### config.mk
export PLATFORM = sky130hd
export DESIGN_NAME = csv_field_splitter
export DESIGN_NICKNAME = d
export VERILOG_FILES = /design/src/csvfs_pkg.sv /design/src/csvfs_front.sv /design/src/csvfs_queue.sv /design/src/csvfs_back.sv /design/src/csv_field_splitter.sv
export SDC_FILE = /design/constraint.sdc
export NUM_CORES = 1
export LEC_CHECK = 0
export BUFFER_PORTS_ARGS = -buffer_cell sky130_fd_sc_hd__buf_2
export CORE_AREA = 2 2 65 80
export CTS_CLUSTER_SIZE = 24
export DETAILED_ROUTE_END_ITERATION = 10
export DIE_AREA = 0 0 67 82
export GPL_TIMING_DRIVEN = 0
export PLACE_DENSITY_LB_ADDON = 0.08
export SYNTH_ARGS = -nofsm -noshare
export SYNTH_HDL_FRONTEND = slang
export SYNTH_SLANG_ARGS = --single-unit
export TNS_END_PERCENT = 5
### constraint.sdc
create_clock -name clk -period 2.17 [get_ports clk]
set_input_delay 0.434 -clock clk [delete_from_list [all_inputs] [get_ports clk]]
set_output_delay 0.434 -clock clk [all_outputs]
set_load 0.1 [all_outputs]
### src/csvfs_pkg.sv
// ----------------------------------------------------------------------------
// csvfs_pkg
// Types and constants shared by the csv field splitter modules.
// ----------------------------------------------------------------------------
package csvfs_pkg;

    localparam int CFG_IDX_W  = 1;
    localparam int CFG_DATA_W = 8;

    // configuration register indexes
    localparam logic [CFG_IDX_W-1:0] REG_SEPARATOR = 1'd0;
    localparam logic [CFG_IDX_W-1:0] REG_QUOTE     = 1'd1;

    localparam logic [7:0] SEPARATOR_RESET = 8'd44;
    localparam logic [7:0] QUOTE_RESET     = 8'd34;

    localparam logic [1:0] FIELD_SURPLUS = 2'd2;

    typedef struct packed {
        logic [7:0] out_byte;
        logic [1:0] field_number;
        logic       field_end;
        logic       record_end;
    } res_t;

    typedef struct packed {
        logic full;
        logic empty;
    } q_stat_t;

endpackage

### src/csvfs_front.sv
// ----------------------------------------------------------------------------
// csvfs_front
// Classifies each character, tracks quote and field state, and writes the
// resulting item into the queue.
// ----------------------------------------------------------------------------
module csvfs_front (
    input  logic                               clk,
    input  logic                               rst_n,
    input  logic                               wr_en,
    input  logic [csvfs_pkg::CFG_IDX_W-1:0]    wr_index,
    input  logic [csvfs_pkg::CFG_DATA_W-1:0]   wr_data,
    input  logic                               accept,
    input  logic [7:0]                         char_byte,
    input  logic                               line_end,
    output logic                               q_wr,
    output csvfs_pkg::res_t                    q_data
);
    import csvfs_pkg::*;

    logic [7:0] sep_reg;
    logic [7:0] quote_reg;
    logic       inq_reg,   inq_next;
    logic       acq_reg,   acq_next;
    logic [1:0] cnt_reg,   cnt_next;
    logic       emit;
    logic       is_quote;
    logic       is_sep;

    always_ff @(posedge clk or negedge rst_n)
    begin
        if (!rst_n)
        begin
            sep_reg   <= SEPARATOR_RESET;
            quote_reg <= QUOTE_RESET;
        end
        else if (wr_en)
        begin
            if (wr_index == REG_SEPARATOR)
            begin
                sep_reg <= wr_data;
            end
            if (wr_index == REG_QUOTE)
            begin
                quote_reg <= wr_data;
            end
        end
    end

    assign is_quote = (char_byte == quote_reg);
    assign is_sep   = (char_byte == sep_reg) && !inq_reg;

    always_comb
    begin
        inq_next            = inq_reg;
        acq_next            = acq_reg;
        cnt_next            = cnt_reg;
        emit                = 1'b1;
        q_data.out_byte     = char_byte;
        q_data.field_number = cnt_reg;
        q_data.field_end    = 1'b0;
        q_data.record_end   = 1'b0;
        priority if (line_end)
        begin
            q_data.out_byte   = 8'd0;
            q_data.field_end  = 1'b1;
            q_data.record_end = 1'b1;
            inq_next          = 1'b0;
            acq_next          = 1'b0;
            cnt_next          = 2'd0;
        end
        else if (is_quote)
        begin
            // doubled quote gives one literal quote
            emit     = acq_reg;
            acq_next = inq_reg;
            inq_next = !inq_reg;
        end
        else if (is_sep)
        begin
            acq_next         = 1'b0;
            q_data.out_byte  = 8'd0;
            q_data.field_end = 1'b1;
            if (cnt_reg != FIELD_SURPLUS)
            begin
                cnt_next = cnt_reg + 2'd1;
            end
        end
        else
        begin
            acq_next = 1'b0;
        end
    end

    assign q_wr = accept && emit;

    always_ff @(posedge clk or negedge rst_n)
    begin
        if (!rst_n)
        begin
            inq_reg <= 1'b0;
            acq_reg <= 1'b0;
            cnt_reg <= 2'd0;
        end
        else if (accept)
        begin
            inq_reg <= inq_next;
            acq_reg <= acq_next;
            cnt_reg <= cnt_next;
        end
    end

endmodule

### src/csvfs_queue.sv
// ----------------------------------------------------------------------------
// csvfs_queue
// Small register queue between the classifier and the output stage.
// ----------------------------------------------------------------------------
module csvfs_queue #(
    parameter int DEPTH = 2
) (
    input  logic                clk,
    input  logic                rst_n,
    input  logic                wr,
    input  csvfs_pkg::res_t     wr_data,
    input  logic                rd,
    output csvfs_pkg::res_t     rd_data,
    output csvfs_pkg::q_stat_t  stat
);
    import csvfs_pkg::*;

    localparam int AW = (DEPTH > 1) ? $clog2(DEPTH) : 1;
    localparam int CW = $clog2(DEPTH + 1);

    res_t          mem_reg [DEPTH];
    logic [AW-1:0] wr_ptr_reg, wr_ptr_next;
    logic [AW-1:0] rd_ptr_reg, rd_ptr_next;
    logic [CW-1:0] cnt_reg,    cnt_next;
    logic          do_wr;
    logic          do_rd;

    assign stat.full  = (cnt_reg == CW'(DEPTH));
    assign stat.empty = (cnt_reg == '0);
    assign do_wr      = wr && !stat.full;
    assign do_rd      = rd && !stat.empty;
    assign rd_data    = mem_reg[rd_ptr_reg];

    always_comb
    begin
        wr_ptr_next = wr_ptr_reg;
        rd_ptr_next = rd_ptr_reg;
        cnt_next    = cnt_reg;
        if (do_wr)
        begin
            wr_ptr_next = (wr_ptr_reg == AW'(DEPTH - 1)) ? '0 : wr_ptr_reg + AW'(1);
        end
        if (do_rd)
        begin
            rd_ptr_next = (rd_ptr_reg == AW'(DEPTH - 1)) ? '0 : rd_ptr_reg + AW'(1);
        end
        if (do_wr && !do_rd)
        begin
            cnt_next = cnt_reg + CW'(1);
        end
        else if (do_rd && !do_wr)
        begin
            cnt_next = cnt_reg - CW'(1);
        end
    end

    always_ff @(posedge clk or negedge rst_n)
    begin
        if (!rst_n)
        begin
            wr_ptr_reg <= '0;
            rd_ptr_reg <= '0;
            cnt_reg    <= '0;
        end
        else
        begin
            wr_ptr_reg <= wr_ptr_next;
            rd_ptr_reg <= rd_ptr_next;
            cnt_reg    <= cnt_next;
        end
    end

    always_ff @(posedge clk)
    begin
        if (do_wr)
        begin
            mem_reg[wr_ptr_reg] <= wr_data;
        end
    end

endmodule

### src/csvfs_back.sv
// ----------------------------------------------------------------------------
// csvfs_back
// Output register: takes the oldest queued item and holds it until popped.
// ----------------------------------------------------------------------------
module csvfs_back (
    input  logic                clk,
    input  logic                rst_n,
    input  csvfs_pkg::q_stat_t  q_stat,
    input  csvfs_pkg::res_t     q_data,
    output logic                q_rd,
    input  logic                pop,
    output logic                empty,
    output csvfs_pkg::res_t     res
);
    import csvfs_pkg::*;

    logic valid_reg, valid_next;
    res_t res_reg;

    // refill when the register is free or being drained this cycle
    assign q_rd = !q_stat.empty && (!valid_reg || pop);

    always_comb
    begin
        valid_next = valid_reg;
        if (q_rd)
        begin
            valid_next = 1'b1;
        end
        else if (pop)
        begin
            valid_next = 1'b0;
        end
    end

    always_ff @(posedge clk or negedge rst_n)
    begin
        if (!rst_n)
        begin
            valid_reg <= 1'b0;
        end
        else
        begin
            valid_reg <= valid_next;
        end
    end

    always_ff @(posedge clk)
    begin
        if (q_rd)
        begin
            res_reg <= q_data;
        end
    end

    assign empty = !valid_reg;
    assign res   = res_reg;

endmodule

### src/csv_field_splitter.sv
// ----------------------------------------------------------------------------
// csv_field_splitter
// Splits a text line into CSV fields, one character per item.
// ----------------------------------------------------------------------------
// Input side is a queue write port: an item (char_byte, line_end) is taken
// at a clock edge with push high and full low. Result side is a queue read
// port: the oldest result sits on out_byte/field_number/field_end/record_end
// while empty is low and is taken at an edge with pop high.
// A character gives zero or one result; a line end always gives a closing
// result with field_end and record_end set and then clears the quote and
// field state. The user must write separator and quote bytes through wr_en/
// wr_index/wr_data only while the block is idle; the block does not enforce it.
// Throughput is one item per cycle while full is low: the classifier state
// registers are fed back through combinational next-state logic. A result
// goes through the queue and then the output register, which loads it when
// it is free or being popped; from there it can be popped.
// If pop stays low the output register holds, the queue fills and full rises
// after QUEUE_DEPTH further results; items that give no result take no queue
// space, but nothing is taken while full is high.
// Reset empties the queue and output, clears the state and restores comma
// and double quote as separator and quote.
// ----------------------------------------------------------------------------
module csv_field_splitter #(
    parameter int QUEUE_DEPTH = 2
) (
    input  logic                               clk,
    input  logic                               rst_n,
    input  logic                               wr_en,
    input  logic [csvfs_pkg::CFG_IDX_W-1:0]    wr_index,
    input  logic [csvfs_pkg::CFG_DATA_W-1:0]   wr_data,
    input  logic                               push,
    output logic                               full,
    input  logic [7:0]                         char_byte,
    input  logic                               line_end,
    output logic                               empty,
    input  logic                               pop,
    output logic [7:0]                         out_byte,
    output logic [1:0]                         field_number,
    output logic                               field_end,
    output logic                               record_end
);
    import csvfs_pkg::*;

    logic    accept;
    logic    q_wr;
    logic    q_rd;
    res_t    q_wdata;
    res_t    q_rdata;
    res_t    res;
    q_stat_t q_stat;

    assign full   = q_stat.full;
    assign accept = push && !q_stat.full;

    csvfs_front u_front (
        .clk       (clk),
        .rst_n     (rst_n),
        .wr_en     (wr_en),
        .wr_index  (wr_index),
        .wr_data   (wr_data),
        .accept    (accept),
        .char_byte (char_byte),
        .line_end  (line_end),
        .q_wr      (q_wr),
        .q_data    (q_wdata)
    );

    csvfs_queue #(
        .DEPTH (QUEUE_DEPTH)
    ) u_queue (
        .clk     (clk),
        .rst_n   (rst_n),
        .wr      (q_wr),
        .wr_data (q_wdata),
        .rd      (q_rd),
        .rd_data (q_rdata),
        .stat    (q_stat)
    );

    csvfs_back u_back (
        .clk    (clk),
        .rst_n  (rst_n),
        .q_stat (q_stat),
        .q_data (q_rdata),
        .q_rd   (q_rd),
        .pop    (pop),
        .empty  (empty),
        .res    (res)
    );

    assign out_byte     = res.out_byte;
    assign field_number = res.field_number;
    assign field_end    = res.field_end;
    assign record_end   = res.record_end;

endmodule

==> results by group <==
Synth
  – EDFF count, synth: 36
  – Top_reg_cell synth: edfxtp_1
  – Most instantiated library cell after synthesis: edfxtp_1
  – Synth area leader: edfxtp_1
  – Yosys warns: 0
  – Netlist cell types: 31
  – Post-synth net total: around 190
  – Synth Register Bits: 61
  – Syn Inst Count: about 170
  – Mean Syn Cell Area: approximately 15 µm²
  – Post-synth ARST share: 0.4098
  – Post-synth top area share: 0.4215
  – Register area share after synthesis: 0.6678
  – Post-synth top cells: edfxtp_1, mux2_2, dfrtp_1, xor2_1, xnor2_1
  – Mapped Area: ~0.0026 mm²
  – Top post-synthesis cells by area: edfxtp_1, dfrtp_1, mux2_2, dfstp_2, xor2_1

Floorplanning
  – Core Region: roughly 0.0048 mm²
  – Die Wd: approximately 67 µm
  – Initial core utilization: 0.5383
  – Die height: approximately 80 µm
  – Site Rows: 28
  – Io pins: 37
  – Die ar.: approximately 0.0055 mm²

Place
  – Detailed placement HPWL: 2979 µm
  – Place WS: -0.2489 ns
  – Port Buffers: 36
  – GPL Wtd Cong: 0.7107

STA
  – Clk_skew: between 0.008 and 0.009 ns
  – Tightest Pin Transition: roughly 0.99 ns
  – Hold Vio Cnt, Final: 0
  – Setup violations, final: 13
  – Tcrit/Tclk final: 1.020
  – Max Clock Freq: 451.9 MHz
  – Worst hold slack: about 0.087 ns
  – Period minus WS final: between 2 and 2.5 ns
  – RSZ-0062 raised after global routing: yes
  – Relative max-transition margin: 0.3358
  – Final Worst Setup Slack: -0.04305 ns
  – Final Max Slew Viols: 0

Routing
  – WL final: around 4200 µm
  – DRC: 0
  – Via Count: 1458
  – Drt pass-1 iters: 4
  – DR WL/cell: 14.57 µm
  – Via/cell ratio: 5.098
  – Routed Antenna Nets: 0
  – DR iter-0 viols: 97

GRT
  – Largest net degree at the start of global routing: 26
  – Grt ovf: 0
  – Tot GR Track Use: 0.1732
  – Antenna violations before repair: 0
  – Global-route wire length before repair: 6741 µm
  – Number of global-route vias before repair: approximately 1500

Setup path
  – Worst path cell trace: xor2_2, nor4_4, nand2_2, o31ai_4, nor2_1
  – Slowest stage cell, crit path: nor2_1
  – Delay of the slowest cell on the worst path: a little under 0.8 ns
  – Reg-to-Reg Start: u_front.quote_reg[5]
  – CP arrival: ~2.2 ns
  – Worst setup SP type: flop
  – Flop2flop setup slack: -0.04 ns
  – Worst Path Required: around 2.1 ns
  – Kind of critical path: flop to flop
  – Crit-path max FO: 12
  – Critical Path End Type: flop
  – R2R cell count: 5
  – Critical R2R Capture: u_queue.mem_reg[1][8]

Clocking
  – CTS Buf Count: 9
  – Clock latency on the worst-skew pair: between 0.3 and 0.4 ns
  – Number of hold buffers added after cts: 0
  – CTS H-tree lvls: 3
  – Clk buf depth: 2
  – Reg clk slew, reported paths: around 0.07 ns
  – Clock Sinks: slightly above 60
  – Clock root buffer: clkbuf_8
  – CTS tree: yes

Cells and area
  – Diode count: 0
  – Layout Nets: ~250
  – Area Growth Syn to Fin: 21.71%
  – Sequential cell area: between 0.0015 and 0.002 mm²
  – # fillers: about 370
  – Max reg flops: 24
  – Share of cells above drive strength 1: 0.4381
  – Area of the multi-input gates: 839.6 µm²

Worst hold path
  – Worst Hold Class: input pin to asynchronous set/reset pin

Run
  – Max cap viols: 0

Pwr
  – Leakage power: ~1.3 nW
  – Worst IR Drop VDD: about 790 µV
  – Power Density: around 1500 mW/mm²

Run status
  – Status: finished with violations
  – Violated checks: negative setup slack
## logic make-up after synthesis
family,Yosys count,synth area share
compound gates,10,0.03171
xor+xnor,21,0.07170
fa+ha+maj,2,0.009755
buf+inv,12,0.01756
flops,61,0.6678
mux,28,0.1229
simple gates,35,0.07854
## how the worst max path moves through the flow
stage | startpoint | depth (start not counted) | slack, ns | endpoint
detailed placement | char_byte[2] | 10 | -0.25 | u_queue.cnt_reg[1]
floorplan | char_byte[1] | 9 | 0.17 | u_queue.cnt_reg[1]
global route | u_front.quote_reg[5] | 9 | -0.18 | u_queue.cnt_reg[1]
global placement | char_byte[2] | 10 | -0.17 | u_queue.cnt_reg[1]
finish | u_front.quote_reg[5] | 5 | -0.04 | u_queue.mem_reg[1][8]
CTS | u_front.quote_reg[6] | 9 | -0.09 | u_queue.cnt_reg[1]
## power by group
group / internal (W) / switching, W
registers: 0.00166 / 0.000155
logic: 0.000425 / 0.00127
clock network: 0.000760 / 0.000412
total: 0.00284 / 0.00184
## cells in the final DEF, fill, tap and decap left out, drive strengths merged
master and count:
xnor2 10, nand4 1, bufinv 3, o21ai 3, dfstp 5, or4 1, xor2 11, o211ai 1
mux2 28, a221o 1, clkinv 2, inv 9, or3 1, ha 2, edfxtp 36, nand3 1
and2 9, o31ai 2, nand2 9, a21oi 2, nor2b 1, nor4 4, dfrtp 20, and3 1
clkbuf 13, nand2b 2, a211o 1, nor2 5, buf 42
## stage by stage
| step | setup TNS (ns) | power (W) | utilization | instance area [µm²] | cells |
|---|---|---|---|---|---|
| 2_1_floorplan | 0 | 0.003209 | - | 2565 | 169 |
| 3_3_place_gp | -2.767 | 0.003442 | 0.5919 | 2820 | 265 |
| 3_5_place_dp | -5.518 | 0.003511 | 0.5919 | 2820 | 265 |
| 4_1_cts | -0.7561 | 0.004694 | 0.6423 | 3060 | 281 |
| 5_1_grt | -2.476 | 0.004918 | 0.6552 | 3122 | 286 |
| 6_report | -0.4929 | 0.004678 | 0.6552 | 3122 | 286 |
## per-layer routing
metal | track usage | vias up | wire length (µm)
met5 | 0 | - | 0
met4 | 0.09592 | 0 | 61
met3 | 0.05753 | 8 | 164
met2 | 0.2832 | 40 | 2173
met1 | 0.1989 | 705 | 1768
li1 | - | 705 | -
## worst max-delay path: cells and delay by family (launching register included)
family                    cells  cell delay (ns)
and+or+nand+nor               3             0.99
DFF                           1             0.56
xor gates and xnor gates      1             0.18
AOI/OAI and AO/OA             1             0.10
## cell type report
type / count / share of cell area
Sequential cell: 61 / 0.5487
Multi-Input combinational cell: 96 / 0.2689
Timing Repair Buffer: 41 / 0.06974
Clock buffer: 11 / 0.04208
Clock inverter: 5 / 0.03206
Tap cell: 60 / 0.02405
Inverter: 9 / 0.01082
Buffer: 3 / 0.003607
## what timing repair did
item / 4_1_cts / 5_1_grt
setup endpoints to repair: 41 / 14
gates resized for setup: 2 / 4
pin swaps: 1 / 6
buffers inserted: 0 / 5
(Power assumes the default switching activity.)
